`config.mk`:
```
export PLATFORM = sky130hd
export DESIGN_NAME = tbl2d_blend
export DESIGN_NICKNAME = d
export VERILOG_FILES = /design/src/rtl/table_2d_bilinear_lookup_core_defines.svh /design/src/rtl/tbl2d_pkg.sv /design/src/rtl/tbl2d_blend.sv
export SDC_FILE = /design/constraint.sdc
export NUM_CORES = 2
export LEC_CHECK = 0
export ABC_AREA = 1
export BUFFER_PORTS_ARGS = -buffer_cell sky130_fd_sc_hd__buf_2
export CAP_MARGIN = 25
export CORE_UTILIZATION = 55
export DETAILED_ROUTE_END_ITERATION = 8
export PLACE_DENSITY = 0.77
export SLEW_MARGIN = 20
export SYNTH_ARGS = -nofsm -noshare
export SYNTH_HDL_FRONTEND = slang
export SYNTH_SLANG_ARGS = --single-unit
```
`constraint.sdc`:
```
create_clock -name clk_i -period 8.2 [get_ports clk_i]
set_input_delay 0.41 -clock clk_i [delete_from_list [all_inputs] [get_ports clk_i]]
set_output_delay 0.41 -clock clk_i [all_outputs]
set_load 0.02 [all_outputs]
```
`src/rtl/table_2d_bilinear_lookup_core_defines.svh`:
```
// Assertion macros for the table lookup core
`ifndef TABLE_2D_BILINEAR_LOOKUP_CORE_DEFINES_SVH
`define TABLE_2D_BILINEAR_LOOKUP_CORE_DEFINES_SVH

`define TBL_ASSERT_IMPL(lbl, clk, rst_n, a, c) \
  lbl: assert property (@(posedge clk) disable iff (!rst_n) (a) |-> (c)) \
    else $error("assertion failed");

`define TBL_ASSERT_NEXT(lbl, clk, rst_n, a, c) \
  lbl: assert property (@(posedge clk) disable iff (!rst_n) (a) |=> (c)) \
    else $error("assertion failed");

`endif

```
`src/rtl/tbl2d_pkg.sv`:
```
package tbl2d_pkg;

  localparam int unsigned MaxRows  = 16;
  localparam int unsigned MaxCols  = 16;
  localparam int unsigned FracBits = 16;
  localparam int unsigned RowIdxW  = $clog2(MaxRows);
  localparam int unsigned ColIdxW  = $clog2(MaxCols);
  localparam int unsigned GridAw   = RowIdxW + ColIdxW;

  localparam logic [2:0] CmdQuery = 3'd0;
  localparam logic [2:0] CmdRowBp = 3'd1;
  localparam logic [2:0] CmdColBp = 3'd2;
  localparam logic [2:0] CmdGrid  = 3'd3;
  localparam logic [2:0] CmdClear = 3'd4;

  localparam logic [1:0] StOk     = 2'd0;
  localparam logic [1:0] StRefuse = 2'd1;
  localparam logic [1:0] StAck    = 2'd2;

  localparam logic [1:0] RuleHold   = 2'd0;
  localparam logic [1:0] RuleRefuse = 2'd1;
  localparam logic [1:0] RuleExtrap = 2'd2;

  localparam logic [1:0] AddrMode  = 2'd0;
  localparam logic [1:0] AddrRule  = 2'd1;
  localparam logic [1:0] AddrRows  = 2'd2;
  localparam logic [1:0] AddrCols  = 2'd3;

  typedef struct packed {
    logic        start;
    logic [32:0] num;
    logic [31:0] den;
  } div_req_t;

  typedef struct packed {
    logic        done;
    logic [31:0] quo;
  } div_rsp_t;

  function automatic logic [31:0] sat32(input logic signed [65:0] v);
    logic [31:0] r;
    if (v > 66'sh7FFFFFFF) r = 32'h7FFFFFFF;
    else if (v < -66'sh80000000) r = 32'h80000000;
    else r = v[31:0];
    return r;
  endfunction

endpackage

```
`src/rtl/tbl2d_blend.sv`:
```
module tbl2d_blend (
  input  logic        clk_i,
  input  logic [31:0] v0_i,
  input  logic [31:0] v1_i,
  input  logic [31:0] frac_i,
  output logic [31:0] res_o
);
  // difference times fraction is registered; the floor shift, add and saturate follow combinationally
  logic signed [32:0] diff;
  logic signed [65:0] prod_q;
  logic signed [31:0] v0_q;
  logic signed [65:0] sum;

  always_comb begin
    diff = 33'($signed(v1_i)) - 33'($signed(v0_i));
    sum  = 66'(v0_q) + (prod_q >>> tbl2d_pkg::FracBits);
    res_o = tbl2d_pkg::sat32(sum);
  end

  always_ff @(posedge clk_i) begin
    prod_q <= 66'(diff) * 66'($signed(frac_i));
    v0_q   <= $signed(v0_i);
  end
endmodule

```
==> summary.txt <==
STA
  – Worst-Margin Slew: ~0.97 ns
  – Final Slew Violations: 0
  – Final setup viols: between 40 and 50
  – Max-slew headroom: 34.4%
  – Max frequency: 0.112 GHz
  – Final Hold Fails: 0
  – Final period util: 109%
  – RSZ-0062 raised after global routing: true
  – Worst Slack Setup Final: -0.747 ns
  – Tmin final: 8.95 ns

Setup path
  – CP max stage cell: fa_2
  – Largest stage delay, worst path: roughly 0.62 ns
  – Required time of the critical path: 8.49 ns
  – Critical path's most frequent cell: inv_2
  – Data arrival time of the worst path: between 9 and 10 ns
  – CP Launch Type: input port
  – Critical path type: input port to flip-flop
  – CP Max Fanout: 7
  – CP endpoint kind: flip-flop

Yosys
  – Avg Cell Area, Syn: between 7 and 8 sq um
  – Post-synthesis cell type count: between 50 and 60
  – Sequential area share after synthesis: under 10%
  – Post-Syn Nets: 7320
  – Asr flop ratio synth: 0%
  – Mapped Cells: a little under 6000
  – Yosys warnings: 0
  – Seq cells post-synth: 81
  – Post-synth EDFFs: 0
  – Synth Cell Area: between 40000 and 50000 sq um
  – Top FF cell, synth: dfxtp_1

Cells and area
  – NumNets Final: a little over 8000
  – Synth-to-Final Area Change: 25.3%
  – Fillers: approximately 6500
  – Fraction of layout cells with a size suffix above 1: about a quarter
  – Post-Layout Cell Count: 7703

GRT
  – Initial antenna violation count: 2
  – Overflow left after global routing: 0
  – Number of global-route vias before repair: 44502
  – GRT Util Overall: between 40% and 50%
  – First-pass GRT wire length: between 200000 and 300000 um
  – Largest net degree at the start of global routing: 32

Route
  – Via count: 42456
  – Final wirelength: around 180000 um
  – Avg WL per Cell: 23.6 um
  – Initial DRC count: roughly 4200
  – Vias per std cell: roughly 5.5
  – Antenna viol nets, final: 0
  – Residual DRC: 0
  – Drt pass-1 iters: 8

CTS
  – Clock-pin transition on the worst setup and hold timing paths: 0.08 ns
  – Root buf cell: clkbuf_16
  – TritonCTS Buffers: 9
  – CTS tree: yes
  – Hold_buf cts: 0
  – H-tree Lvls: 3
  – Max clock buf depth: 2
  – CTS Sinks: a little over 80

Floorplanning
  – Core area: 82000 sq um
  – Initial Util: 55.5%
  – Die height: between 200 and 300 um
  – DIE AREA: 83800 sq um
  – Row cnt: between 100 and 150
  – Die Span X: approximately 290 um
  – Boundary Pins: approximately 130

Outcome
  – Status: complete, but fails checks
  – Failing checks: negative setup slack

Placement
  – Post-DP HPWL: about 150000 um
  – Placed Cells: approximately 7600
  – Dpl ws: -1.39 ns
  – Port Buffer Count: between 100 and 150
  – Gp weighted congestion: 1.14

Flow run
  – # Max-Cap Violations: 0

Worst hold path
  – Hold Path Class: input port to flip-flop
[registers in the layout (all words and copies together) (netlist names)]
register  count
prod_q       49
v0_q         32
[cells by family (layout without fill, tap and decap cells)]
kind of cell / after synthesis / after routing / share of synthesized area [%]
xor gates and xnor gates: 88 / 88 / 1.70
buffers and inverters: 1771 / 2554 / 14.9
other: 0 / 3 / 0
AOI/OAI and AO/OA: 311 / 311 / 3.94
and+or+nand+nor: 2220 / 2220 / 19.7
DFF: 81 / 81 / 3.57
adders and majority gates: 1376 / 1376 / 56.2
[layout by cell type (no fill, tap or decap), types with 10 or more instances in the layout]
| master | netlist | final |
|---|---|---|
| a21oi_4 | 0 | 12 |
| xor2_1 | 59 | 48 |
| fa_2 | 0 | 84 |
| o21ai_0 | 68 | 33 |
| buf_4 | 6 | 696 |
| nand3_2 | 6 | 19 |
| buf_6 | 7 | 73 |
| nand2_2 | 19 | 86 |
| nor3_2 | 8 | 12 |
| nand3_1 | 156 | 142 |
| nor3_1 | 22 | 17 |
| a21o_1 | 18 | 17 |
| ha_1 | 263 | 217 |
| clkbuf_16 | 0 | 10 |
| o21a_1 | 12 | 10 |
| nand2_4 | 0 | 31 |
| ha_4 | 0 | 45 |
| nor2_4 | 2 | 48 |
| o21ai_2 | 5 | 17 |
| buf_2 | 29 | 126 |
| or2_2 | 20 | 18 |
| a21oi_1 | 155 | 99 |
| nand2_1 | 1218 | 1118 |
| inv_1 | 1548 | 1436 |
| inv_2 | 24 | 121 |
| buf_12 | 0 | 47 |
| dfxtp_1 | 81 | 81 |
| inv_4 | 0 | 12 |
| clkinv_1 | 11 | 11 |
| buf_8 | 0 | 11 |
| nor2_2 | 18 | 79 |
| nor2_1 | 694 | 587 |
| xnor2_1 | 29 | 27 |
| nand4_1 | 31 | 31 |
| a21oi_2 | 0 | 44 |
| fa_1 | 1113 | 1029 |
| o21ai_1 | 3 | 18 |
[synth_stat cells, types with 2 or more instances]
cell type  number  area, sq um
clkbuf_1      145          544
dfxtp_1        81         1620
a21boi_0        3         22.5
nor3_2          8         80.1
nand2_1      1218         4570
and2_1          4         25.0
inv_1        1548         5810
nand3_2         6         60.1
o31ai_1         2         15.0
nor2_1        694         2610
o221ai_1        2         17.5
a211oi_1        2         15.0
xor2_1         59          517
nand2_2        19          119
clkinv_1       11         41.3
o21a_1         12         90.1
and3_1          2         12.5
buf_6           7         78.8
o21bai_1       11         82.6
fa_1         1113        22300
inv_2          24         90.1
o21ai_2         5         43.8
o311ai_0        2         17.5
buf_4           6         45.0
nor4_1         10         62.6
nor2_2         18          113
o21ai_1         3         15.0
nand3_1       156          781
nor2_4          2         22.5
xnor2_1        29          254
a221oi_1        5         43.8
a31oi_1        16          100
nand4_1        31          194
nand3b_1        3         22.5
o21ai_0        68          340
a21o_1         18          135
or2_1           3         18.8
or2_2          20          125
buf_2          29          145
ha_1          263         3290
nor3_1         22          110
a21oi_1       155          776
[area by class of cell]
class,count,area (sq um),area share (%)
tap,1070,1340,2.35
clock buffer,11,233,0.408
antenna,3,7.51,0.0132
multi-input combinational,3995,39900,69.9
inverter,1583,5990,10.5
sequential,81,1620,2.85
clock inverter,5,104,0.182
timing repair buffer,955,7840,13.8
[worst max-delay path: cells and delay by family]
kind / cells / cell delay (ns)
compound gates: 3 / 0.43
xor+xnor: 1 / 0.16
fa+ha+maj: 11 / 5.12
buf+inv: 15 / 1.44
simple gates: 14 / 1.64
[stage by stage]
stage	TNS (ns)	util, %	hold slack, ns	cell area, sq um
2_1_floorplan	-0.468	-	0.438	45700
3_3_place_gp	-44.11	64.2	0.527	52700
3_5_place_dp	-47.21	64.2	0.531	52700
4_1_cts	-10.50	67.5	0.148	55400
5_1_grt	-28.96	69.5	0.158	57000
6_report	-20.38	69.5	0.159	57000
[path summary, 6_finish.rpt]
check	depth (start not counted)	slack [ns]	startpoint	to
worst min-delay path	1	0.16	v0_i[13]	v0_q[13]
worst max-delay path	44	-0.75	v1_i[0]	prod_q[63]
[routing by layer]
layer / share of wire (%) / GRT usage (%) / wire length [um]
met5: 0 / 0 / 0
met4: 8.6 / 29.3 / 15700
met3: 12 / 12.4 / 22300
met2: 44 / 68.1 / 80200
met1: 35 / 52.8 / 63500
[repair_timing]
| item | in CTS | in global routing |
|---|---|---|
| setup buffers | 82 | 40 |
| cloned | 1 | 1 |
| setup endpoints to repair | 44 | 47 |
| pin swaps | 167 | 252 |
| gates resized for setup | 462 | 382 |
| hold endpoints to repair | 0 | 0 |
Power is left out: the tool's default activity adds up to more than one toggle a clock period on the data nets, which glitch-free logic cannot reach.
