==> src/rtl/table_2d_bilinear_lookup_core_defines.svh <==
// Assertion macros for the table lookup core
`ifndef TABLE_2D_BILINEAR_LOOKUP_CORE_DEFINES_SVH
`define TABLE_2D_BILINEAR_LOOKUP_CORE_DEFINES_SVH

`define TBL_ASSERT_IMPL(lbl, clk, rst_n, a, c) \
  lbl: assert property (@(posedge clk) disable iff (!rst_n) (a) |-> (c)) \
    else $error("assertion failed");

`define TBL_ASSERT_NEXT(lbl, clk, rst_n, a, c) \
  lbl: assert property (@(posedge clk) disable iff (!rst_n) (a) |=> (c)) \
    else $error("assertion failed");

`endif

==> src/rtl/tbl2d_pkg.sv <==
package tbl2d_pkg;

  localparam int unsigned MaxRows  = 16;
  localparam int unsigned MaxCols  = 16;
  localparam int unsigned FracBits = 16;
  localparam int unsigned RowIdxW  = $clog2(MaxRows);
  localparam int unsigned ColIdxW  = $clog2(MaxCols);
  localparam int unsigned GridAw   = RowIdxW + ColIdxW;

  localparam logic [2:0] CmdQuery = 3'd0;
  localparam logic [2:0] CmdRowBp = 3'd1;
  localparam logic [2:0] CmdColBp = 3'd2;
  localparam logic [2:0] CmdGrid  = 3'd3;
  localparam logic [2:0] CmdClear = 3'd4;

  localparam logic [1:0] StOk     = 2'd0;
  localparam logic [1:0] StRefuse = 2'd1;
  localparam logic [1:0] StAck    = 2'd2;

  localparam logic [1:0] RuleHold   = 2'd0;
  localparam logic [1:0] RuleRefuse = 2'd1;
  localparam logic [1:0] RuleExtrap = 2'd2;

  localparam logic [1:0] AddrMode  = 2'd0;
  localparam logic [1:0] AddrRule  = 2'd1;
  localparam logic [1:0] AddrRows  = 2'd2;
  localparam logic [1:0] AddrCols  = 2'd3;

  typedef struct packed {
    logic        start;
    logic [32:0] num;
    logic [31:0] den;
  } div_req_t;

  typedef struct packed {
    logic        done;
    logic [31:0] quo;
  } div_rsp_t;

  function automatic logic [31:0] sat32(input logic signed [65:0] v);
    logic [31:0] r;
    if (v > 66'sh7FFFFFFF) r = 32'h7FFFFFFF;
    else if (v < -66'sh80000000) r = 32'h80000000;
    else r = v[31:0];
    return r;
  endfunction

endpackage

==> src/rtl/tbl2d_div.sv <==
module tbl2d_div (
  input  logic                clk_i,
  input  logic                rst_ni,
  input  tbl2d_pkg::div_req_t req_i,
  output tbl2d_pkg::div_rsp_t rsp_o
);
  // signed dividend (arg-bp)<<FracBits, 49 bits; positive divisor; restoring
  localparam int unsigned NumW = 32 + 1 + tbl2d_pkg::FracBits;
  localparam int unsigned CntW = $clog2(NumW + 1);

  logic            busy_q, busy_d;
  logic [CntW-1:0] cnt_q, cnt_d;
  logic [NumW-1:0] num_q, num_d;
  logic [32:0]     rem_q, rem_d;
  logic [32:0]     den_q, den_d;
  logic            neg_q, neg_d;
  logic            done_q, done_d;
  logic [33:0]     trial;
  logic signed [NumW:0] qs;
  logic signed [NumW-1:0] sn;
  logic [NumW-1:0] mag;

  always_comb begin
    sn  = NumW'($signed(req_i.num)) <<< tbl2d_pkg::FracBits;
    mag = sn[NumW-1] ? NumW'(-sn) : sn;
    trial = {rem_q, num_q[NumW-1]} - {1'b0, den_q};
    busy_d = busy_q;
    cnt_d = cnt_q;
    num_d = num_q;
    rem_d = rem_q;
    den_d = den_q;
    neg_d = neg_q;
    done_d = 1'b0;
    if (req_i.start) begin
      busy_d = 1'b1;
      cnt_d = CntW'(NumW);
      num_d = mag;
      rem_d = '0;
      den_d = {1'b0, req_i.den};
      neg_d = sn[NumW-1];
    end else if (busy_q) begin
      if (!trial[33]) begin
        rem_d = trial[32:0];
        num_d = {num_q[NumW-2:0], 1'b1};
      end else begin
        rem_d = {rem_q[31:0], num_q[NumW-1]};
        num_d = {num_q[NumW-2:0], 1'b0};
      end
      cnt_d = cnt_q - 1'b1;
      if (cnt_q == CntW'(1)) begin
        busy_d = 1'b0;
        done_d = 1'b1;
      end
    end
  end

  always_comb begin
    qs = neg_q ? -$signed({1'b0, num_q}) : $signed({1'b0, num_q});
    rsp_o.done = done_q;
    rsp_o.quo = tbl2d_pkg::sat32(66'(qs));
  end

  always_ff @(posedge clk_i or negedge rst_ni) begin
    if (!rst_ni) begin
      busy_q <= 1'b0;
      done_q <= 1'b0;
      cnt_q  <= '0;
    end else begin
      busy_q <= busy_d;
      done_q <= done_d;
      cnt_q  <= cnt_d;
    end
  end

  always_ff @(posedge clk_i) begin
    num_q <= num_d;
    rem_q <= rem_d;
    den_q <= den_d;
    neg_q <= neg_d;
  end
endmodule

==> config.mk <==
export PLATFORM = sky130hd
export DESIGN_NAME = tbl2d_div
export DESIGN_NICKNAME = d
export VERILOG_FILES = /design/src/rtl/table_2d_bilinear_lookup_core_defines.svh /design/src/rtl/tbl2d_pkg.sv /design/src/rtl/tbl2d_div.sv
export SDC_FILE = /design/constraint.sdc
export NUM_CORES = 1
export LEC_CHECK = 0
export BUFFER_PORTS_ARGS = -buffer_cell sky130_fd_sc_hd__buf_2
export CORE_MARGIN = 2
export CORE_UTILIZATION = 40
export CTS_CLUSTER_SIZE = 14
export DETAILED_ROUTE_END_ITERATION = 10
export GPL_TIMING_DRIVEN = 0
export PLACE_DENSITY_LB_ADDON = 0.3
export SLEW_MARGIN = 20
export SYNTH_ARGS = -nofsm -noshare
export SYNTH_HDL_FRONTEND = slang
export SYNTH_SLANG_ARGS = --single-unit
==> constraint.sdc <==
create_clock -name clk_i -period 4.6 [get_ports clk_i]
set_input_delay 1.38 -clock clk_i [delete_from_list [all_inputs] [get_ports clk_i]]
set_output_delay 1.38 -clock clk_i [all_outputs]
set_load 0.005 [all_outputs]
==> impl_metrics.env <==
export IMPL_clk_pin_slew_worst_paths_ns=0.06
export IMPL_hpwl_um=18100
export IMPL_drtIter0Drc=559
export IMPL_ant_nets=0
export IMPL_vias=8420
export IMPL_dp_slack_ns=-0.649
export IMPL_ys_seq_elements=123
export IMPL_worst_skew_pair_late_latency_ns=0.43
export IMPL_max_slew_worst_pin_slew_ns=0.836
export IMPL_min_period_over_period=1.16
export IMPL_num_rows=55
export IMPL_whs_ns=0.503
export IMPL_synthToLayoutAreaGrowth_pct=23.2
export IMPL_finalNonFillerCells=1471
export IMPL_synth_fp_nets=1127
export IMPL_cp_cell_sequence="buf_6 > or4_4 > or3_4 > or4_4 > o31ai_4 > xnor2_2 > or4_4 > nor3_4 > a41o_4 > bufbuf_16 > o21ai_2 > buf_2"
export IMPL_p_leak_nw=4.68
export IMPL_fin_util=0.501
export IMPL_drv_slew=0
export IMPL_finalClockSkew_ns=0.00782
export IMPL_yosysWarnings=0
export IMPL_grt_max_degree=35
export IMPL_grt_ovfl_total=0
export IMPL_dieArea_um2=24200
export IMPL_viasPerCell=5.72
export IMPL_synth_cell_types=82
export IMPL_min_period_ns=5.35
export IMPL_synthCells=1022
export IMPL_synth_edf_count=82
export IMPL_gp_congestion=0.903
export IMPL_fmax_mhz=187
export IMPL_synth_area_um2=9180
export IMPL_synth_main_ff_cell="edfxtp_1"
export IMPL_cpMaxStageDelayCell="or4_4"
export IMPL_endpoint_kind="output pin"
export IMPL_nets=1278
export IMPL_post_synth_cell_area_avg_um2=8.98
export IMPL_power_mw=3.36
export IMPL_rsz0062_at_grt="yes"
export IMPL_dpl_cell_count=1408
export IMPL_port_buffers=100
export IMPL_async_flop_share=0.0650
export IMPL_cp_max_fo=6
export IMPL_grt_pass1_wl_um=41400
export IMPL_max_stage_delay_ns=0.48
export IMPL_drc=0
export IMPL_min_path_type="reg -> reg"
export IMPL_cts_root_buf="clkbuf_16"
export IMPL_crit_top_cell="or4_4"
export IMPL_ctsHoldBuffers=0
export IMPL_status="finished, violations left"
export IMPL_cp_start_kind="flip-flop"
export IMPL_crit_type="reg -> out"
export IMPL_htreeDepth=4
export IMPL_routed_wirelength_um=26000
export IMPL_cts_made_buffers=17
export IMPL_setup_viol_count_final=31
export IMPL_violations="negative setup slack"
export IMPL_ys_seq_area_frac=0.362
export IMPL_core_um2=22600
export IMPL_cp_arrival_ns=3.97
export IMPL_final_hold_viol_count=0
export IMPL_setup_ws_ns=-0.750
export IMPL_io_pin_count=101
export IMPL_cts_max_path_buffers=2
export IMPL_antenna_found_initial=0
export IMPL_initial_core_util=0.406
export IMPL_p_per_area_nw_per_um2=297
export IMPL_wl_per_cell_um=17.7
export IMPL_irDropWorstVdd_uv=301
export IMPL_critical_path_required_ns=3.22
export IMPL_maxCapViolCount=0
export IMPL_numClockSinks=123
export IMPL_die_w_um=155
export IMPL_grt_use_total=0.212
export IMPL_dieHeight_um=155
export IMPL_antennaDiodeCount=0
export IMPL_maxSlewHeadroom=0.443
export IMPL_dr_pass1_iters=5
export IMPL_grt_pass1_vias=8088
export IMPL_cts_tree="built"
export IMPL_layout_drive_gt1_share=0.219
worst max-delay path: cells and delay by family (launching register included):
family	cells	cell delay, ns
AO/OA/AOI/OAI	3	0.58
XOR/XNOR	1	0.09
flip-flops	1	0.37
buffers and inverters	3	0.53
AND/OR/NAND/NOR	5	1.95
layout make-up:
class	instances	area, µm²
plain buffers	58	312
clock buffers	18	429
clock inverters	14	171
fillers	2122	11300
inverters	51	191
multi-input cells	786	5640
flip-flops and latches	123	3320
well taps	285	357
repair buffers	136	875
cells in the final DEF, fill, tap and decap left out, drive strengths merged, types with 11 or more instances in the layout:
cell      n
a211oi   34
a21o     18
a21oi    74
buf     141
clkbuf   70
dfxtp    33
edfxtp   82
ha       36
inv      53
mux2i    17
nand2    58
nand2b   17
nand3    17
nand4    11
nor2    114
nor2b    23
nor3     22
nor4     16
o21ai    70
o31ai    25
o41ai    15
or3      12
or4      17
xnor2    26
xor2     65
kinds of logic after synthesis:
logic type	synth area share
multiplexers	0.0239
adder cells (fa/ha/maj)	0.0513
XOR/XNOR	0.0869
buffers and inverters	0.0499
AND/OR/NAND/NOR	0.197
flip-flops	0.362
AO/OA/AOI/OAI	0.229
cell usage after synthesis, drive strengths merged (6+ instances only):
library cell / number / area, µm²
nand2b: 17 / 106
a31oi: 7 / 43.8
dfrtp: 8 / 200
a211oi: 34 / 255
a21oi: 74 / 370
clkbuf: 53 / 201
inv: 51 / 191
or3: 12 / 85.1
or4: 17 / 139
nand4: 11 / 90.1
o21ai: 70 / 463
edfxtp: 82 / 2460
mux2i: 17 / 170
xor2: 65 / 569
xnor2: 26 / 228
nor4: 16 / 121
and3: 6 / 37.5
dfxtp: 33 / 661
nand3: 17 / 85.1
nand2: 58 / 218
a21o: 18 / 135
nor2: 114 / 428
nor2b: 23 / 144
nor3: 22 / 131
o21a: 8 / 60.1
ha: 36 / 450
buf: 9 / 65.1
o31ai: 25 / 201
o41ai: 15 / 131
per-stage QoR:
stage               cell area [µm²]  setup TNS [ns]
finish                        11300          -21.90
global route                  11300          -26.41
CTS                           11100          -22.82
detailed placement            10100          -19.05
global placement              10100          -23.90
floorplan                      9200               0
metal layers:
metal / part of all wire / vias up / global-route usage / routed length (µm)
li1: - / 4106 / - / -
met1: 0.44 / 4005 / 0.269 / 11400
met2: 0.49 / 268 / 0.370 / 12900
met3: 0.047 / 41 / 0.0348 / 1230
met4: 0.020 / 0 / 0.0660 / 530
met5: 0 / - / 0 / 0
sequential cells by signal, summed over array words and instances, names as in the netlist:
register	count
neg_q	1
cnt_q	6
busy_q	1
done_q	1
num_q	49
den_q	32
rem_q	33
final timing paths:
check / startpoint / endpoint / slack [ns] / cells after the start
hold / removal: rem_q[4] / rem_q[4] / 0.50 / 2
setup / recovery: num_q[37] / rsp_o[14] / -0.75 / 12
min in group asynchronous: rst_ni / cnt_q[1] / 0.79 / 1
max in group asynchronous: rst_ni / cnt_q[2] / 3.63 / 1
setup reg to reg: num_q[48] / rem_q[20] / 0.79 / 12
hold reg to reg: rem_q[4] / rem_q[4] / 0.50 / 2
what timing repair did:
action | 4_1_cts | 5_1_grt
pin swaps | 20 | 13
buffers inserted | 21 | 9
gates resized for setup | 32 | 27
gates cloned | 4 | 1
setup endpoints to repair | 31 | 33
where the power goes:
group | switching [mW] | total, mW | leakage, nW | internal (mW)
sequential | 0.0755 | 1.33 | 1.22 | 1.26
combinational | 0.357 | 0.629 | 3.18 | 0.272
clock | 0.542 | 1.39 | 0.277 | 0.853
total | 0.974 | 3.36 | 4.68 | 2.38
No activity file was read; power rests on OpenSTA's default activity.
